<file path="config.mk">
export PLATFORM = sky130hd
export DESIGN_NAME = railcom_accessory_srq_responder_unit
export DESIGN_NICKNAME = d
export VERILOG_FILES = /design/src/sv/rcsrq_pkg.sv /design/src/sv/rcsrq_core.sv /design/src/sv/rcsrq_out_reg.sv /design/src/sv/railcom_accessory_srq_responder_unit.sv
export SDC_FILE = /design/constraint.sdc
export NUM_CORES = 1
export LEC_CHECK = 0
export BUFFER_PORTS_ARGS = -buffer_cell sky130_fd_sc_hd__buf_2
export CELL_PAD_IN_SITES_DETAIL_PLACEMENT = 1
export CELL_PAD_IN_SITES_GLOBAL_PLACEMENT = 1
export CORE_MARGIN = 10
export CORE_UTILIZATION = 45
export DETAILED_ROUTE_END_ITERATION = 7
export HOLD_SLACK_MARGIN = 0.06
export PLACE_DENSITY = 0.87
export SLEW_MARGIN = 10
export SYNTH_ARGS = -nofsm -noshare
export SYNTH_HDL_FRONTEND = slang
export SYNTH_SLANG_ARGS = --single-unit
</file>
<file path="constraint.sdc">
create_clock -name i_clk -period 2.25 [get_ports i_clk]
set_input_delay 0.225 -clock i_clk [delete_from_list [all_inputs] [get_ports i_clk]]
set_output_delay 0.225 -clock i_clk [all_outputs]
set_load 0.02 [all_outputs]
</file>
<file path="src/sv/rcsrq_pkg.sv">
`timescale 1ns / 1ps

package rcsrq_pkg;

    // Event codes carried in the command field.
    typedef enum logic [2:0] {
        CMD_SRQ        = 3'd0,
        CMD_STATUS     = 3'd1,
        CMD_STATUS_EXT = 3'd2,
        CMD_ALL_PAIRS  = 3'd3,
        CMD_TIME       = 3'd4,
        CMD_ERROR      = 3'd5,
        CMD_STOP       = 3'd6,
        CMD_CUTOUT     = 3'd7
    } t_cmd;

    // Service-request phase.
    typedef enum logic [1:0] {
        PH_IDLE       = 2'd0,
        PH_PENDING    = 2'd1,
        PH_RESPONDING = 2'd2
    } t_phase;

    // Channel-2 datagram identifiers.
    localparam logic [2:0] ID_ALL_PAIRS = 3'd3;
    localparam logic [2:0] ID_STATUS    = 3'd4;
    localparam logic [2:0] ID_TIME      = 3'd5;
    localparam logic [2:0] ID_ERROR     = 3'd6;

    // Channel codes.
    localparam logic CH_SRQ  = 1'b0;
    localparam logic CH_RESP = 1'b1;

    // Byte counts.
    localparam logic [1:0] CNT_ONE = 2'd1;
    localparam logic [1:0] CNT_TWO = 2'd2;

    // Input word.
    typedef struct packed {
        t_cmd        command;
        logic [10:0] address;
        logic        ext_format;
        logic [7:0]  value;
        logic        match_flag;
        logic        setpoint_flag;
        logic        one_second_res;
        logic        more_error_data;
    } t_in;

    // Result word.
    typedef struct packed {
        logic       channel;
        logic [3:0] header_nibble;
        logic [7:0] first_byte;
        logic [7:0] second_byte;
        logic [1:0] byte_count;
    } t_out;

    // Result of one processed event, handed from the core to the output stage.
    typedef struct packed {
        logic valid;
        t_out word;
    } t_core_res;

endpackage

</file>
<file path="src/sv/rcsrq_core.sv">
`timescale 1ns / 1ps

module rcsrq_core (
    input  logic               i_clk,
    input  logic               i_rst_n,
    input  logic               i_fire,
    input  rcsrq_pkg::t_in     i_item,
    output rcsrq_pkg::t_core_res o_res
);
    import rcsrq_pkg::*;

    t_phase      r_phase, n_phase;
    logic [10:0] r_addr, n_addr;
    logic        r_ext, n_ext;
    logic [2:0]  r_resp_id, n_resp_id;
    logic [7:0]  r_resp_b0, n_resp_b0;
    logic [7:0]  r_resp_b1, n_resp_b1;
    logic [1:0]  r_resp_count, n_resp_count;
    logic        r_resp_valid, n_resp_valid;
    logic [7:0]  status_byte;
    logic        is_report;

    assign status_byte = {1'b0, i_item.setpoint_flag, i_item.match_flag, i_item.value[4:0]};
    assign is_report = (i_item.command == CMD_STATUS) || (i_item.command == CMD_STATUS_EXT) ||
                       (i_item.command == CMD_ALL_PAIRS) || (i_item.command == CMD_TIME) ||
                       (i_item.command == CMD_ERROR);

    // Next phase of the service request.
    always_comb begin
        n_phase = r_phase;
        case (i_item.command)
            CMD_SRQ: begin
                n_phase = PH_PENDING;
            end
            CMD_STOP: begin
                if (r_phase == PH_PENDING) begin
                    n_phase = PH_RESPONDING;
                end
            end
            CMD_CUTOUT: begin
                if (r_phase == PH_RESPONDING) begin
                    n_phase = PH_IDLE;
                end
            end
            default: begin
            end
        endcase
    end

    // Stored address and queued response; a report replaces any earlier one.
    always_comb begin
        n_addr       = r_addr;
        n_ext        = r_ext;
        n_resp_id    = r_resp_id;
        n_resp_b0    = r_resp_b0;
        n_resp_b1    = r_resp_b1;
        n_resp_count = r_resp_count;
        n_resp_valid = r_resp_valid;
        case (i_item.command)
            CMD_SRQ: begin
                n_addr = i_item.address;
                n_ext  = i_item.ext_format;
            end
            CMD_STATUS: begin
                n_resp_id    = ID_STATUS;
                n_resp_b0    = status_byte;
                n_resp_count = CNT_ONE;
                n_resp_valid = 1'b1;
            end
            CMD_STATUS_EXT: begin
                n_resp_id    = ID_STATUS;
                n_resp_b0    = status_byte;
                n_resp_b1    = {5'd0, i_item.value[7:5]};
                n_resp_count = CNT_TWO;
                n_resp_valid = 1'b1;
            end
            CMD_ALL_PAIRS: begin
                n_resp_id    = ID_ALL_PAIRS;
                n_resp_b0    = i_item.value;
                n_resp_count = CNT_ONE;
                n_resp_valid = 1'b1;
            end
            CMD_TIME: begin
                n_resp_id    = ID_TIME;
                n_resp_b0    = {i_item.one_second_res, i_item.value[6:0]};
                n_resp_count = CNT_ONE;
                n_resp_valid = 1'b1;
            end
            CMD_ERROR: begin
                n_resp_id    = ID_ERROR;
                n_resp_b0    = {1'b0, i_item.more_error_data, i_item.value[5:0]};
                n_resp_count = CNT_ONE;
                n_resp_valid = 1'b1;
            end
            CMD_CUTOUT: begin
                if (r_phase == PH_RESPONDING) begin
                    n_resp_valid = 1'b0;
                end
            end
            default: begin
            end
        endcase
    end

    // Result of a cutout: the SRQ datagram while pending, the queued response while
    // responding.
    always_comb begin
        o_res = '0;
        if (i_item.command == CMD_CUTOUT) begin
            case (r_phase)
                PH_PENDING: begin
                    o_res.valid              = 1'b1;
                    o_res.word.channel       = CH_SRQ;
                    o_res.word.header_nibble = {r_ext, r_addr[10:8]};
                    o_res.word.first_byte    = r_addr[7:0];
                    o_res.word.second_byte   = 8'd0;
                    o_res.word.byte_count    = CNT_ONE;
                end
                PH_RESPONDING: begin
                    o_res.valid              = r_resp_valid;
                    o_res.word.channel       = CH_RESP;
                    o_res.word.header_nibble = {1'b0, r_resp_id};
                    o_res.word.first_byte    = r_resp_b0;
                    o_res.word.second_byte   = (r_resp_count == CNT_TWO) ? r_resp_b1 : 8'd0;
                    o_res.word.byte_count    = r_resp_count;
                end
                default: begin
                end
            endcase
        end
    end

    // Control state.
    always_ff @(posedge i_clk) begin
        if (!i_rst_n) begin
            r_phase      <= PH_IDLE;
            r_addr       <= '0;
            r_ext        <= 1'b0;
            r_resp_id    <= '0;
            r_resp_count <= '0;
            r_resp_valid <= 1'b0;
        end else if (i_fire) begin
            r_phase      <= n_phase;
            r_addr       <= n_addr;
            r_ext        <= n_ext;
            r_resp_id    <= n_resp_id;
            r_resp_count <= n_resp_count;
            r_resp_valid <= n_resp_valid;
        end
    end

    // Response bytes have no reset; they are read only after a report writes them.
    always_ff @(posedge i_clk) begin
        if (i_fire) begin
            r_resp_b0 <= n_resp_b0;
            r_resp_b1 <= n_resp_b1;
        end
    end

    // A cutout while pending leaves the request pending.
    a_cutout_pending: assert property (@(posedge i_clk) disable iff (!i_rst_n)
        i_fire && (i_item.command == CMD_CUTOUT) && (r_phase == PH_PENDING)
        |=> r_phase == PH_PENDING)
        else $error("cutout while pending changed the phase");

    // A cutout while responding drains the queue and returns to idle.
    a_cutout_resp: assert property (@(posedge i_clk) disable iff (!i_rst_n)
        i_fire && (i_item.command == CMD_CUTOUT) && (r_phase == PH_RESPONDING)
        |=> (r_phase == PH_IDLE) && !r_resp_valid)
        else $error("cutout while responding did not clear the response");

    // Every report leaves a valid response queued.
    a_report_queued: assert property (@(posedge i_clk) disable iff (!i_rst_n)
        i_fire && is_report |=> r_resp_valid && (r_resp_count != 2'd0))
        else $error("report did not queue a response");

endmodule

</file>
<file path="src/sv/rcsrq_out_reg.sv">
`timescale 1ns / 1ps

module rcsrq_out_reg (
    input  logic                 i_clk,
    input  logic                 i_rst_n,
    input  logic                 i_load,
    input  rcsrq_pkg::t_core_res i_res,
    output logic                 o_free,
    output logic                 o_valid,
    input  logic                 i_ready,
    output rcsrq_pkg::t_out      o_result
);
    import rcsrq_pkg::*;

    logic r_valid;
    t_out r_word;

    // The register can take a new word when empty or when its word leaves now.
    assign o_free   = !r_valid || i_ready;
    assign o_valid  = r_valid;
    assign o_result = r_word;

    // Valid flag of the held word.
    always_ff @(posedge i_clk) begin
        if (!i_rst_n) begin
            r_valid <= 1'b0;
        end else if (i_load && i_res.valid) begin
            r_valid <= 1'b1;
        end else if (i_ready) begin
            r_valid <= 1'b0;
        end
    end

    // Held word.
    always_ff @(posedge i_clk) begin
        if (i_load && i_res.valid) begin
            r_word <= i_res.word;
        end
    end

endmodule

</file>
<file path="src/sv/railcom_accessory_srq_responder_unit.sv">
`timescale 1ns / 1ps
// A result word shows on o_valid after its event passes the input and output registers.
// Throughput: one event per cycle while the receiver keeps up. A word held in the output
// register stalls the registered event; an empty input register takes one more event and
// then o_ready stays low until that word is taken.
// Reset (synchronous, active low) sets the phase to idle, clears the stored address,
// the queued-response flag and both valid flags.

module railcom_accessory_srq_responder_unit (
    input  logic            i_clk,
    input  logic            i_rst_n,
    input  logic            i_valid,
    output logic            o_ready,
    input  rcsrq_pkg::t_in  i_item,
    output logic            o_valid,
    input  logic            i_ready,
    output rcsrq_pkg::t_out o_result
);
    import rcsrq_pkg::*;

    logic      r_in_valid;
    t_in       r_in;
    logic      out_free;
    logic      advance;
    t_core_res core_res;

    // The registered event is processed once the output register can take its result.
    assign advance = r_in_valid && out_free;
    assign o_ready = !r_in_valid || advance;

    // Input register.
    always_ff @(posedge i_clk) begin
        if (!i_rst_n) begin
            r_in_valid <= 1'b0;
        end else if (o_ready) begin
            r_in_valid <= i_valid;
        end
    end

    always_ff @(posedge i_clk) begin
        if (o_ready && i_valid) begin
            r_in <= i_item;
        end
    end

    rcsrq_core u_core (
        .i_clk   (i_clk),
        .i_rst_n (i_rst_n),
        .i_fire  (advance),
        .i_item  (r_in),
        .o_res   (core_res)
    );

    rcsrq_out_reg u_out (
        .i_clk    (i_clk),
        .i_rst_n  (i_rst_n),
        .i_load   (advance),
        .i_res    (core_res),
        .o_free   (out_free),
        .o_valid  (o_valid),
        .i_ready  (i_ready),
        .o_result (o_result)
    );

endmodule
</file>
==> flow_summary.ini, run 1 <==
[layout]
ff_latch_area_sq_um = 2122
syn_to_final_growth_pct = 24.88
multi_input_area_sq_um = 897.1
nets = 352
fin_cells = 419
diodes = 0
final_core_util_pct = 58.10
drive_gt1_share_pct = 26.63
nFillCells = 704

[synthesis]
seq_area_frac_synth_pct = 66.77
ys_warn_count = 0
synthAdderAreaFrac_pct = 1.181
synthArstFlopShare_pct = 0
ys.flop_type = edfxtp_1
synth_top_area_share_pct = 52.91
synth-compound-area-share_pct = 14.53
synth_top_cells_by_area = edfxtp_1, dfxtp_1, o31ai_1
synthMuxAreaShare_pct = 0.7087
synthSimpleGateAreaFrac_pct = 11.18
synth_top_family_by_area = compound AO/OA/AOI/OAI gates
postSynthAreaPerCell_sq_um = 13.41
synth_edf_count = 56
syn-cell-area_sq_um = 3178
synth_cell_types = 49
ys_ff_latch = 78
synth_xor_area_share_pct = 0
yosys-top-cells-count = edfxtp_1, dfxtp_1, a21oi_1, nand4_1, o31ai_1
synth_area_leader_cell = edfxtp_1
synthCells = 237
yosysMostFrequentCell = edfxtp_1

[floorplanning]
row_count = 30
pin_count = 56
die_y_um = 104.0
die-area_sq_um = 10820
die_w_um = 104.0
core_area_sq_um = 6832
initial_core_util_pct = 46.52

[setup_path]
cp_top_family = simple AND/OR/NAND/NOR gates
worst_ep_arrival_time_ns = 1.97
max_stage_delay_ns = 0.87
crit_path_max_fanout = 8
critical_path.slowest_cell = nor3_1
reg2reg_slack_ns = 0.26
worst_ep_required_time_ns = 2.23
endpoint_kind = register
crit_path_start_kind = register
path_class = register to register
cp.buffers_inverters = 0
critical_path.cell_chain = and2_1 > nor3_1

[clock_network]
h-tree-depth = 3
clk_latency_ns = 0.35
cts_buffer_depth = 2
cts_buffers = 9
cts.reportedPaths.clkPinSlew_ns = 0.08
cts-root-buf = clkbuf_8
clock_sinks = 78
tritoncts = done

[global_route]
grt_usage_pct = 14.78
grt_pass1_wl_um = 12860
gr-total-overflow = 0
grt_pass1_vias = 2408
grt_antenna_before_repair = 0
grt_max_degree = 28

[drt]
first_pass_iters = 4
drt_wl_total_um = 8050
viasPerCell = 5.518
antenna_left = 0
drt_iter0_markers = 268
wl_per_cell_um = 19.21
vias = 2312
drc = 0

[place]
dp.cells = 377
gp_congestion = 0.9573
port_buffers = 50
place_hpwl_um = 5679

[sta]
finalSetupViolCount = 0
tightest_slew_ns = 1.076
tns_ns = 0
fin_crit_sh_pct = 88.40
timing.fmax_mhz = 502.8
clock_skew_ns = 0.007458
hold_violations = 0
period_needed_ns = 1.989
maxSlewViolCount = 0
rsz0062_at_grt = false
slew_headroom_pct = 27.73

[power_and_ir_drop]
power_mw = 2.806
pwr_density_cell_nw_per_um2 = 707.0
irDropWorstVdd_v = 0.0004616
cellLeakagePower_nw = 1.485

[flow_run]
max_cap_violations = 0

[hold_path]
hp-class = input port to register

[outcome]
outcome = finished, final reports clean
## state kept, by name (all words and copies together), names as in the netlist, 2 cells and up
name	count
u_core.r_resp_count	2
u_core.r_resp_id	3
u_out.o_result	18
u_core.r_resp_b1	3
u_core.r_addr	11
u_core.r_resp_b0	8
r_in	27
u_core.r_phase	2
## logic make-up after synthesis
family,count (synthesis)
compound gates,60
mux,2
flops,78
buf+inv,33
simple gates,60
other cells,1
fa+ha+maj,3
## repair_timing
action                     CTS  global route
hold endpoints to repair    26             0
setup buffers                0             0
hold buffers                26             0
resized for setup            0             1
setup endpoints to repair    0            18
## final timing paths
path                               to       start  depth (start not counted)
setup / recovery  u_core.r_resp_b0[6]    r_in[25]                          2
hold / removal               r_in[26]  i_item[26]                          1
setup reg to reg  u_core.r_resp_b0[6]    r_in[25]                          2
hold reg to reg   u_core.r_resp_b0[1]     r_in[5]                          0
## power breakdown
group	total, mW	leakage (nW)	switching, mW	internal [mW]
Sequential	1.63	0.726	0.0370	1.59
Clock	0.964	0.0906	0.551	0.414
Combinational	0.211	0.668	0.113	0.0981
## layout make-up
cell class / count / area share (%)
well taps: 96 / 3.026
multi-input cells: 130 / 22.60
repair buffers: 90 / 15.51
flip-flops and latches: 78 / 53.47
clock inverters: 7 / 1.419
inverters: 9 / 0.8512
clock buffers: 9 / 3.121
## cell usage in the layout (no fill, tap or decap), types with 2 or more instances in the layout
cell	n
buf_4	14
clkinv_1	2
nand3_1	3
edfxtp_1	56
nor2b_1	2
a22oi_1	3
conb_1	5
a22o_1	8
ha_1	3
nor2_1	10
nand2_1	7
a21oi_1	14
nor3_1	4
a32oi_1	5
clkinv_4	2
inv_1	6
dfxtp_1	22
and3_1	3
and4_1	3
clkbuf_8	9
and2_1	3
inv_6	3
a31oi_1	2
nand4_1	13
dlygate4sd3_1	26
o31ai_1	12
buf_2	50
a21o_1	2
o221a_1	5
nor3b_1	2
## metrics by stage
stage	cell area, sq um	setup WS (ns)	hold slack (ns)
final	3969	0.2610	0.06763
after global routing	3969	0.08922	0.06249
after CTS	3968	0.06177	0.06223
after detailed placement	3527	0.1014	0.4037
after global placement	3527	0.2601	0.4029
after floorplan	3193	0.2416	0.3239
## metal layers
| layer | GRT usage [%] | wire (um) | vias to the layer above |
|---|---|---|---|
| met4 | 6.859 | 176 | 0 |
| met3 | 3.594 | 449 | 15 |
| met2 | 24.37 | 3952 | 76 |
| met1 | 17.75 | 3471 | 1140 |
| met5 | 0 | 0 | - |
| li1 | - | - | 1081 |
Note: power is estimated with default switching activity, not from simulation.
==> inputs of run 2 (changes only) <==
--- a/config.mk
+++ b/config.mk
@@ -10,10 +10,13 @@
 export CELL_PAD_IN_SITES_GLOBAL_PLACEMENT = 1
 export CORE_MARGIN = 10
 export CORE_UTILIZATION = 45
+export CTS_CLUSTER_SIZE = 16
 export DETAILED_ROUTE_END_ITERATION = 7
 export HOLD_SLACK_MARGIN = 0.06
 export PLACE_DENSITY = 0.87
 export SLEW_MARGIN = 10
 export SYNTH_ARGS = -nofsm -noshare
 export SYNTH_HDL_FRONTEND = slang
+export SYNTH_HIERARCHICAL = 1
 export SYNTH_SLANG_ARGS = --single-unit
+export TNS_END_PERCENT = 10
==> run 2 against run 1 <==
Worst setup slack improved by 0.042 ns. Critical path type unchanged. Clock-buffer cell count unchanged. Highest routed layer unchanged. Hold slack improved by 0.064 ns. Register-to-register slack improved by 0.04 ns. Critical endpoint is now u_out/o_result[19]. Sequential power grew 6%. Non-clock buffer count shrank 2. Total power grew 10%. Clock power grew 23%. Final area rose by 1.8%. Routed wire length shrank 12%.
==> flow_summary.ini, run 2 <==
[place]
place_hpwl_um = 4915
port_buffers = 55
dp.cells = 383
gp_congestion = 0.8435

[clock_network]
cts_setup_buffers = 0
cts-root-buf = clkbuf_8
tritoncts = done
cts.reportedPaths.clkPinSlew_ns = 0.08
cts_buffer_depth = 2
clock_sinks = 83
h-tree-depth = 3
cts_buffers = 9
clk_latency_ns = 0.36
cts_hold_buf = 27
ctsResizeCount = 0

[power_and_ir_drop]
irDropWorstVdd_v = 0.0005262
pwr_density_cell_nw_per_um2 = 764.9
cellLeakagePower_nw = 1.420

[synthesis]
ys_ff_latch = 83
yosysMostFrequentCell = edfxtp_1
ys_warn_count = 6
synth_top_cells_by_area = edfxtp_1, dfxtp_1, nand2_1
synth_top_area_share_pct = 57.39
synthArstFlopShare_pct = 0
postSynthAreaPerCell_sq_um = 13.35
synth_cell_types = 43
ys.flop_type = edfxtp_1
synth_area_leader_cell = edfxtp_1
synthCells = 239
seq_area_frac_synth_pct = 71.19
yosys-top-cells-count = edfxtp_1, nand2_1, dfxtp_1, a21oi_1, nor2_1
syn-cell-area_sq_um = 3192
synth_edf_count = 61

[global_route]
grt_max_degree = 28
grt_pass1_wl_um = 11910
grt_antenna_before_repair = 0
gr-total-overflow = 0
grt_usage_pct = 13.72
grt_pass1_vias = 2279

[setup_path]
reg2reg_slack_ns = 0.30
cp-endpoint = u_out/o_result[19]
endpoint_kind = register
crit_start = u_core/r_phase[1]
cp_num_cells = 6
crit_path_start_kind = register
critical_path.slowest_cell = ha_1
worst_ep_arrival_time_ns = 1.99
cp_top_family = adder cells
path_class = register to register
reg2reg_depth = 6
worst_ep_required_time_ns = 2.29
cp.buffers_inverters = 2
crit_path_max_fanout = 23
critical_path.cell_chain = ha_1 > a21oi_1 > nor2_1 > nand2_1 > inv_1 > buf_4
reg2reg_to = u_out/o_result[19]
reg2reg_from = u_core/r_phase[1]
max_stage_delay_ns = 0.48

[sta]
maxSlewViolCount = 0
timing.fmax_mhz = 513.6
finalSetupViolCount = 0
rsz0062_at_grt = false
period_needed_ns = 1.947
slew_headroom_pct = 47.97
fin_crit_sh_pct = 86.54
clock_skew_ns = 0.006565
hold_violations = 0
tightest_slew_ns = 0.7804
tns_ns = 0

[floorplanning]
initial_core_util_pct = 46.72
die_y_um = 104.2
core_area_sq_um = 6832
die-area_sq_um = 10860
pin_count = 56
die_w_um = 104.2
row_count = 30

[layout]
final_cell_mix = edfxtp_1, buf_2, nand2_1
final_common_cell = edfxtp_1
ff_latch_area_sq_um = 2272
nFillCells = 710
largest_register_ffs = 27
multi_input_area_sq_um = 802.0
fin_cells = 426
nets = 358
syn_to_final_growth_pct = 26.58
drive_gt1_share_pct = 26.67
diodes = 0
regMostFlops = r_in
final_core_util_pct = 59.14

[hold_path]
whs_path_depth = 3
hp-class = input port to register

[drt]
drc = 0
drt_iter0_markers = 114
wl_per_cell_um = 16.72
vias = 2122
viasPerCell = 4.981
antenna_left = 0
first_pass_iters = 4
drt_wl_total_um = 7122

[outcome]
outcome = finished, final reports clean

[flow_run]
max_cap_violations = 0
run 2: cell count changes after synthesis, moves of 7 or more:
| cell | delta |
|---|---|
| nor2_1 | +7 |
| nand2_1 | +24 |
| a22oi_1 | +8 |
| nand4_1 | -11 |
| a22o_1 | -8 |
| o31ai_1 | -12 |
run 2: metrics by stage:
stage	hold slack, ns	worst slack [ns]	power, mW	area (sq um)
final	0.1313	0.3028	3.090	4040
after global routing	0.1339	0.1393	3.211	4040
after CTS	0.1021	0.3064	3.111	4040
after detailed placement	0.4033	0.3045	1.896	3545
after global placement	0.4017	0.4056	1.885	3545
after floorplan	0.3239	0.2635	1.839	3207
run 2: worst reg2reg max path: stages, from the launching register on:
cell	delay (ns)
dfxtp_1	0.40
ha_1	0.48
a21oi_1	0.14
nor2_1	0.15
nand2_1	0.11
inv_1	0.07
buf_4	0.27
run 2: logic make-up after synthesis:
kind of cell / Yosys count / synth area share, %
compound gates: 51 / 10.62
fa+ha+maj: 2 / 0.7839
buf+inv: 25 / 4.155
flops: 83 / 71.19
mux: 2 / 0.6664
other cells: 1 / 0.1175
simple gates: 75 / 12.47
run 2: worst min path at each step:
stage	end	slack, ns	from
after floorplan	r_in[0]	0.32	i_item[0]
after global placement	r_in[11]	0.40	i_item[11]
after detailed placement	r_in[2]	0.40	i_item[2]
after CTS	r_in_valid	0.10	i_valid
after global routing	r_in_valid	0.13	i_valid
final	r_in_valid	0.13	i_valid
run 2: final cells by class:
type,count,share of cell area (%)
Tap cell,96,2.973
Timing Repair Buffer,88,14.62
Clock buffer,9,3.066
Clock inverter,7,2.509
Inverter,8,0.7433
Sequential cell,83,56.24
Multi-Input combinational cell,135,19.85
run 2: per-layer routing:
metal | wire length (um) | track usage (%)
met1 | 3049 | 16.52
met3 | 305 | 3.222
met2 | 3558 | 21.58
met4 | 209 | 8.748
met5 | 0 | 0
run 2: power breakdown:
group,leakage [nW],internal (mW),switching [mW]
Clock,0.111,0.634,0.556
Sequential,0.729,1.70,0.0364
Combinational,0.579,0.0857,0.0833
Total,1.42,2.42,0.675
